**config.mk**
```make
export PLATFORM = sky130hd
export DESIGN_NAME = wtsq_div
export DESIGN_NICKNAME = d
export VERILOG_FILES = /design/src/rtl/wtsq_pkg.sv /design/src/rtl/wtsq_div.sv
export SDC_FILE = /design/constraint.sdc
export NUM_CORES = 1
export LEC_CHECK = 0
export BUFFER_PORTS_ARGS = -buffer_cell sky130_fd_sc_hd__buf_2
export CAP_MARGIN = 20
export CORE_MARGIN = 2
export CORE_UTILIZATION = 51
export CTS_CLUSTER_DIAMETER = 40
export CTS_CLUSTER_SIZE = 28
export DETAILED_ROUTE_END_ITERATION = 7
export PLACE_DENSITY = 0.82
export SYNTH_ARGS = -nofsm -noshare
export SYNTH_HDL_FRONTEND = slang
export SYNTH_SLANG_ARGS = --single-unit
```
**constraint.sdc**
```tcl
create_clock -name i_clk -period 2.9 [get_ports i_clk]
set_input_delay 0.435 -clock i_clk [delete_from_list [all_inputs] [get_ports i_clk]]
set_output_delay 0.435 -clock i_clk [all_outputs]
set_load 0.05 [all_outputs]
```
**src/rtl/wtsq_pkg.sv**
```systemverilog
`timescale 1ns / 1ps
package wtsq_pkg;

    localparam int MEM_DEPTH = 64;
    localparam int IDX_W     = 6;

    localparam logic [1:0] CFG_TARGET_SUM   = 2'd0;
    localparam logic [1:0] CFG_KEEP_NONZERO = 2'd1;

    typedef struct packed {
        logic signed [31:0] weight;
        logic               last;
    } t_in;

    typedef struct packed {
        logic [5:0]         element_index;
        logic signed [15:0] qweight;
        logic [23:0]        achieved_sum;
        logic               last_out;
    } t_out;

    // read request into the quantiser pipeline
    typedef struct packed {
        logic             rd;
        logic [IDX_W-1:0] idx;
        logic             last;
    } t_qreq;

    // one quantised magnitude out of the pipeline
    typedef struct packed {
        logic        vld;
        logic        last;
        logic        neg;
        logic [31:0] mag;
    } t_qres;

    typedef struct packed {
        logic         start;
        logic [127:0] num;
        logic [39:0]  den;
    } t_div_req;

    typedef struct packed {
        logic        done;
        logic [63:0] quot;
    } t_div_rsp;

endpackage

```
**src/rtl/wtsq_div.sv**
```systemverilog
`timescale 1ns / 1ps
module wtsq_div (
    input  logic                i_clk,
    input  logic                i_rst_n,
    input  wtsq_pkg::t_div_req  i_req,
    output wtsq_pkg::t_div_rsp  o_rsp
);
    import wtsq_pkg::*;

    logic        r_busy;
    logic        r_done;
    logic [5:0]  r_cnt;
    logic [39:0] r_rem;
    logic [39:0] r_den;
    logic [63:0] r_lo;
    logic [63:0] r_quot;

    logic [40:0] rs;
    logic [40:0] sub;
    logic        ge;
    logic        sat;

    assign rs  = {r_rem, r_lo[63]};
    assign sub = rs - {1'b0, r_den};
    assign ge  = rs >= {1'b0, r_den};
    // quotient would not fit in 64 bits
    assign sat = (i_req.den == 40'd0) || (i_req.num[127:64] >= {24'd0, i_req.den});

    always_ff @(posedge i_clk) begin
        if (!i_rst_n) begin
            r_busy <= 1'b0;
            r_done <= 1'b0;
        end else begin
            r_done <= 1'b0;
            if (i_req.start) begin
                r_busy <= !sat;
                r_done <= sat;
            end else if (r_busy && r_cnt == 6'd63) begin
                r_busy <= 1'b0;
                r_done <= 1'b1;
            end
        end
    end

    always_ff @(posedge i_clk) begin
        if (i_req.start) begin
            r_cnt  <= 6'd0;
            r_rem  <= i_req.num[103:64];
            r_lo   <= i_req.num[63:0];
            r_den  <= i_req.den;
            r_quot <= {64{1'b1}};
        end else if (r_busy) begin
            r_cnt  <= r_cnt + 6'd1;
            r_rem  <= ge ? sub[39:0] : rs[39:0];
            r_lo   <= {r_lo[62:0], 1'b0};
            r_quot <= {r_quot[62:0], ge};
        end
    end

    assign o_rsp.done = r_done;
    assign o_rsp.quot = r_quot;

endmodule

```
# Word level (Yosys, flattened, before mapping)
# Cells that the tools add are included.
dict set report classes {
  n_addsub 2
  mul 0
  eq_ne 1
  magnitude_cmp 2
  n_mux 9
  n_reduce_logical 6
  n_div 0
  shifts 0
  n_bitwise 0
}
# cell n
set ops {}
lappend ops {{64-bit 2-to-1 mux} 2}
lappend ops {{40-bit 2-to-1 mux} 3}
lappend ops {{64-bit by 40-bit >= comparator with 1-bit output} 1}
lappend ops {{41-bit by 40-bit >= comparator with 1-bit output} 1}
lappend ops {{40-bit logical NOT} 1}
lappend ops {{40-bit subtractor} 1}
lappend ops {{6-bit by 1-bit adder with 6-bit output (second input constant)} 1}
lappend ops {{6-bit == test (second input constant)} 1}
lappend ops {{1-bit 2-to-1 mux} 4}
lappend ops {{2-bit nonzero test} 2}
lappend ops {{1-bit logical AND} 1}
lappend ops {{1-bit logical NOT} 1}
lappend ops {{1-bit logical OR} 1}
dict set report word_totals {
  input_bits 171
  output_inout_bits 65
  register_bits 216
  wordCells 27
  latchBits 0
  memories 0
  mem_bits_rw 0
  romBits 0
}

# Depth between registers and ports, before layout
dict set report depth {
  ltp_word 4
  depth_mapped 16
  ltp_nobuf 14
}

# Worst setup path after synthesis
# No wires, ideal clock.
dict set report synth_path {
  path_type {reg2reg}
  start {reg r_lo[63]}
  end {reg r_rem[38] (data pin)}
  setup_slack_ns -0.307
  path_stages_with_launch 15
  t_required_ns 2.761
  arrival_time_ns 3.069
  period_less_slack_ns 3.207
  n_path_buf 0
  setup_ns 0.139
  cell_sequence {edfxtp_1 inv_1 ha_1 inv_1 fa_1 a21oi_1 o21bai_1 a221o_1 a31oi_2 o211ai_2 a31o_2 a211o_1 a31oi_1 mux2_1 nor2_1}
}
dict set report synth_between {
  elab_chain_len 4
  word_cells_on_any_way 5
  cone_classes {add/sub: 1; order compare: 1; mux: 3}
}
# element line
set synth_rtl {}
lappend synth_rtl {{start, declared} wtsq_div.sv:15} ;# logic [63:0] r_lo;
lappend synth_rtl {{start signal, assigned} wtsq_div.sv:49} ;# r_lo <= i_req.num[63:0];
lappend synth_rtl {{start signal, assigned} wtsq_div.sv:55} ;# r_lo <= {r_lo[62:0], 1'b0};
lappend synth_rtl {{40-bit subtractor / 41-bit by 40-bit >= comparator with 1-bit output (equally long branches)} {wtsq_div.sv:24, wtsq_div.sv:25}}
lappend synth_rtl {{40-bit 2-to-1 mux (*)} wtsq_div.sv:54} ;# r_rem <= ge ? sub[39:0] : rs[39:0];
lappend synth_rtl {{40-bit 2-to-1 mux (*)} wtsq_div.sv:52} ;# end else if (r_busy) begin
lappend synth_rtl {{40-bit 2-to-1 mux (*)} wtsq_div.sv:46} ;# if (i_req.start) begin
lappend synth_rtl {{end signal, assigned} wtsq_div.sv:48} ;# r_rem <= i_req.num[103:64];
lappend synth_rtl {{end signal, assigned} wtsq_div.sv:54}
lappend synth_rtl {{end, declared} wtsq_div.sv:13} ;# logic [39:0] r_rem;
# Every way passes the cells marked *; elsewhere a longest branch is shown, timed or not. The select of a mux whose other input is x is not followed.
# A chain may end at the register's enable or synchronous reset.

# Worst setup path in the final report
# Same ends and word-level chain as after synthesis.

==> run summary <==
Hold WS: 0.08688 ns
Post-Route WL: 34810 um
Inserted Clock Buffers: 31
cell depth of the worst min-delay path: 1
WP buf/inv: 2
Top FF cell, synth: edfxtp_1
initial DRC count: 768
Chip Height: 157.7 um
Worst VDD drop: 0.5278 mV
outcome: complete, but fails checks
r2r worst-path depth: 14
slowest cell on the critical path: edfxtp_1
delay-heaviest family, CP: compound AO/OA/AOI/OAI gates
Crit Reg-Reg Startpoint: r_lo[63]$_DFFE_PP_
# nets final: 1739
global-route wire length before repair: 53190 um
Synth cell types: 60
antenna violations before repair: 0
DRT antenna net count: 0
root buf cell: clkbuf_16
vias in the first global route: 10410
post-synthesis mux area share: 0.1320
routed vias/inst: 5.608
Mapped Area: 12040 um2
Final setup viols: 36
WP data required: 3.30 ns
Clock Skews: 0.01950 ns
gp weighted congestion: 0.9171
IO buf count: 235
Worst path most repeated cell: inv_2
critical-path cell list: inv_2, ha_4, inv_2, fa_2, a21oi_2, o21bai_1, a221o_1, a31oi_4, o211ai_2, a31o_2, a211o_1, a31oi_2, mux2_4, nor2_4
Final Slew Violations: 0
# Max-Cap Violations: 0
H-tree depth: 1
post-DR wirelength/cell: 19.02 um
die area: 24860 um2
worst rel slew slack: 0.3793
Core ar.: 23330 um2
clk sinks: 216
largest net degree at the start of global routing: 65
FF-to-FF setup slack: -0.43 ns
top-area cell type share of the netlist area: 0.3590
CTS Buffer Depth: 3
GR Overflow Total: 0
Hold Path Sink: r_den[13]$_DFFE_PP_
FMAX: 300.2 MHz
minimum clock period: 3.331 ns
worst-path fanout max: 3
Lkg Pwr: 6.894 nW
dominant cells by area after synthesis: edfxtp_1, dfxtp_1, ha_1, mux2_2, mux2i_1
violated checks: setup timing
Least-Margin Pin Slew: 0.9297 ns
All-Layer GR Usage: 0.2694
WP depth: 14
Area after DPL: 14230 um2
PnR worst setup slack: -0.4313 ns
total number of vias: 10260
Initial Utilization: 0.5162
later-pin clock latency in the skew report: 0.56 ns
crit start category: register
Post-Synth XOR/XNOR Area: 0.02836
CP max stage delay: 0.41 ns
async set or reset register ratio after synthesis: 0
Cells after Synth: 1131
DR DRC count: 0
Final Cell Area: 16240 um2
Post-Synth Adder-Cell Area: 0.08581
Post-DP HPWL: 23360 um
CP Class: register to register
# rows: 56
Simple-Gate Fraction of Synth Area: 0.1081
largest family of logic cells by synthesized area: multiplexers
Pre-antenna DRT Iters: 7
syn_area_per_cell: 10.65 um2
Syn Nets: 1384
FF+latch count, synth: 216
Crit. End Element: register
Synth Area in Compound Gates: 0.1186
Worst EP arrival: 3.73 ns
die width: 157.7 um
Final period util: 1.149
hold_sp: i_req[13]
# IOs: 236
reg-to-reg endpoint: r_rem[38]$_DFFE_PP_
EDFF count, synth: 144
setup TNS: -6.220 ns
CTS tree: yes
PwrDens: 657.3 nW/um2
RSZ-0062 raised after global routing: true
cell taking the most area after synthesis: edfxtp_1
Hold Crit Class: input pin to register
area growth from synthesis to layout: 34.86%
Ant. Diodes: 0
Syn. warnings: 0
clk slew on worst S/H paths: 0.06 ns
layout cells sized above 1: 0.4057
Final Hold Viols: 0
fillers: 1688
Seq/Total Area, Yosys: 0.4787
-- cell type report --
type	count	area, um2	area share
clock buffer	32	779.5	0.04799
sequential	216	5769	0.3552
clock inverter	26	259.0	0.01595
multi-input combinational	764	6203	0.3819
tap	319	399.1	0.02457
inverter	96	360.3	0.02218
timing repair buffer	377	2472	0.1522
-- where the power goes --
| group | total, mW | internal (mW) | leakage, nW | switching [mW] |
|---|---|---|---|---|
| logic | 3.26 | 1.62 | 4.39 | 1.64 |
| registers | 3.67 | 3.56 | 1.99 | 0.106 |
| clock network | 3.75 | 2.20 | 0.507 | 1.55 |
| total | 10.7 | 7.38 | 6.89 | 3.30 |
-- cells by family (layout without fill, tap and decap cells) --
logic type | Yosys count | after routing
and+or+nand+nor | 273 | 273
muxes | 149 | 149
AOI/OAI and AO/OA | 221 | 221
adders and majority gates | 82 | 82
buffers and inverters | 151 | 531
DFF | 216 | 216
xor gates and xnor gates | 39 | 39
-- per-layer routing --
layer,part of all wire,global-route usage,up-vias
li1,-,-,4827
met1,0.40,0.3375,4880
met5,0,0,-
met2,0.49,0.4590,433
met3,0.069,0.05119,123
met4,0.046,0.1074,0
-- per-stage QoR --
step | power, mW | utilization | cells | worst slack [ns]
floorplan | 5.226 | - | 1131 | -0.2067
global placement | 6.081 | 0.6097 | 1731 | -0.4037
detailed placement | 6.157 | 0.6097 | 1731 | -0.4947
CTS | 10.47 | 0.6877 | 1826 | -0.4364
global route | 11.09 | 0.6962 | 1830 | -0.5301
finish | 10.68 | 0.6962 | 1830 | -0.4313
-- state kept, by name, summed over array words and instances (netlist names) --
signal,count
r_den,40
r_done,1
r_cnt,6
r_rem,40
r_lo,64
r_busy,1
r_quot,64
-- Yosys cell counts, drive strengths merged, types with 3 or more instances --
| cell type | instances |
|---|---|
| a31o | 5 |
| inv | 96 |
| and2 | 5 |
| ha | 81 |
| a31oi | 9 |
| nor2 | 37 |
| o211ai | 5 |
| and3 | 15 |
| nand3 | 15 |
| mux2i | 70 |
| o21a | 8 |
| clkbuf | 33 |
| a221o | 8 |
| a211oi | 5 |
| a211o | 3 |
| buf | 22 |
| nor4 | 17 |
| or4 | 3 |
| a21o | 35 |
| nand2 | 125 |
| nor3b | 3 |
| o21ai | 56 |
| nor3 | 8 |
| or3 | 4 |
| o21bai | 7 |
| mux2 | 79 |
| nor2b | 6 |
| edfxtp | 144 |
| xor2 | 20 |
| nand2b | 7 |
| xnor2 | 19 |
| dfxtp | 72 |
| nand4 | 21 |
| a2111oi | 3 |
| a21oi | 67 |
-- timing repair --
item,4_1_cts,5_1_grt
resized for setup,100,56
gates cloned,6,0
hold buffers,0,0
pin swaps,44,25
setup buffers,32,12
setup endpoints to repair,41,42
-- worst max path at each step --
stage                     slack (ns)                  end          startpoint
after floorplan                -0.21  r_rem[38]$_DFFE_PP_  r_lo[63]$_DFFE_PP_
after global placement         -0.40  r_rem[38]$_DFFE_PP_  r_lo[63]$_DFFE_PP_
after detailed placement       -0.49  r_rem[38]$_DFFE_PP_  r_lo[63]$_DFFE_PP_
after CTS                      -0.44  r_rem[38]$_DFFE_PP_  r_lo[63]$_DFFE_PP_
after global routing           -0.53  r_rem[38]$_DFFE_PP_  r_lo[63]$_DFFE_PP_
final                          -0.43  r_rem[38]$_DFFE_PP_  r_lo[63]$_DFFE_PP_
-- layout by cell type (no fill, tap or decap), types with 5 or more instances in the layout --
| cell | n |
|---|---|
| buf_2 | 234 |
| edfxtp_1 | 144 |
| buf_4 | 117 |
| nand2_1 | 116 |
| inv_1 | 92 |
| mux2_2 | 77 |
| ha_1 | 72 |
| dfxtp_1 | 71 |
| mux2i_1 | 67 |
| a21oi_1 | 51 |
| a21o_1 | 35 |
| clkbuf_16 | 31 |
| nor2_1 | 29 |
| o21ai_0 | 26 |
| nand4_1 | 21 |
| xor2_1 | 20 |
| nor4_1 | 16 |
| xnor2_1 | 16 |
| o21ai_2 | 15 |
| a21oi_2 | 15 |
| and3_1 | 14 |
| o21ai_1 | 14 |
| buf_6 | 14 |
| nand3_1 | 13 |
| inv_6 | 10 |
| nand2_2 | 9 |
| a221o_1 | 8 |
| o21a_1 | 7 |
| nor3_1 | 7 |
| nand2b_1 | 7 |
| o21bai_1 | 7 |
| buf_12 | 7 |
| ha_4 | 6 |
| nor2b_1 | 5 |
| clkinv_4 | 5 |
Note: power is estimated with default switching activity, not from simulation.
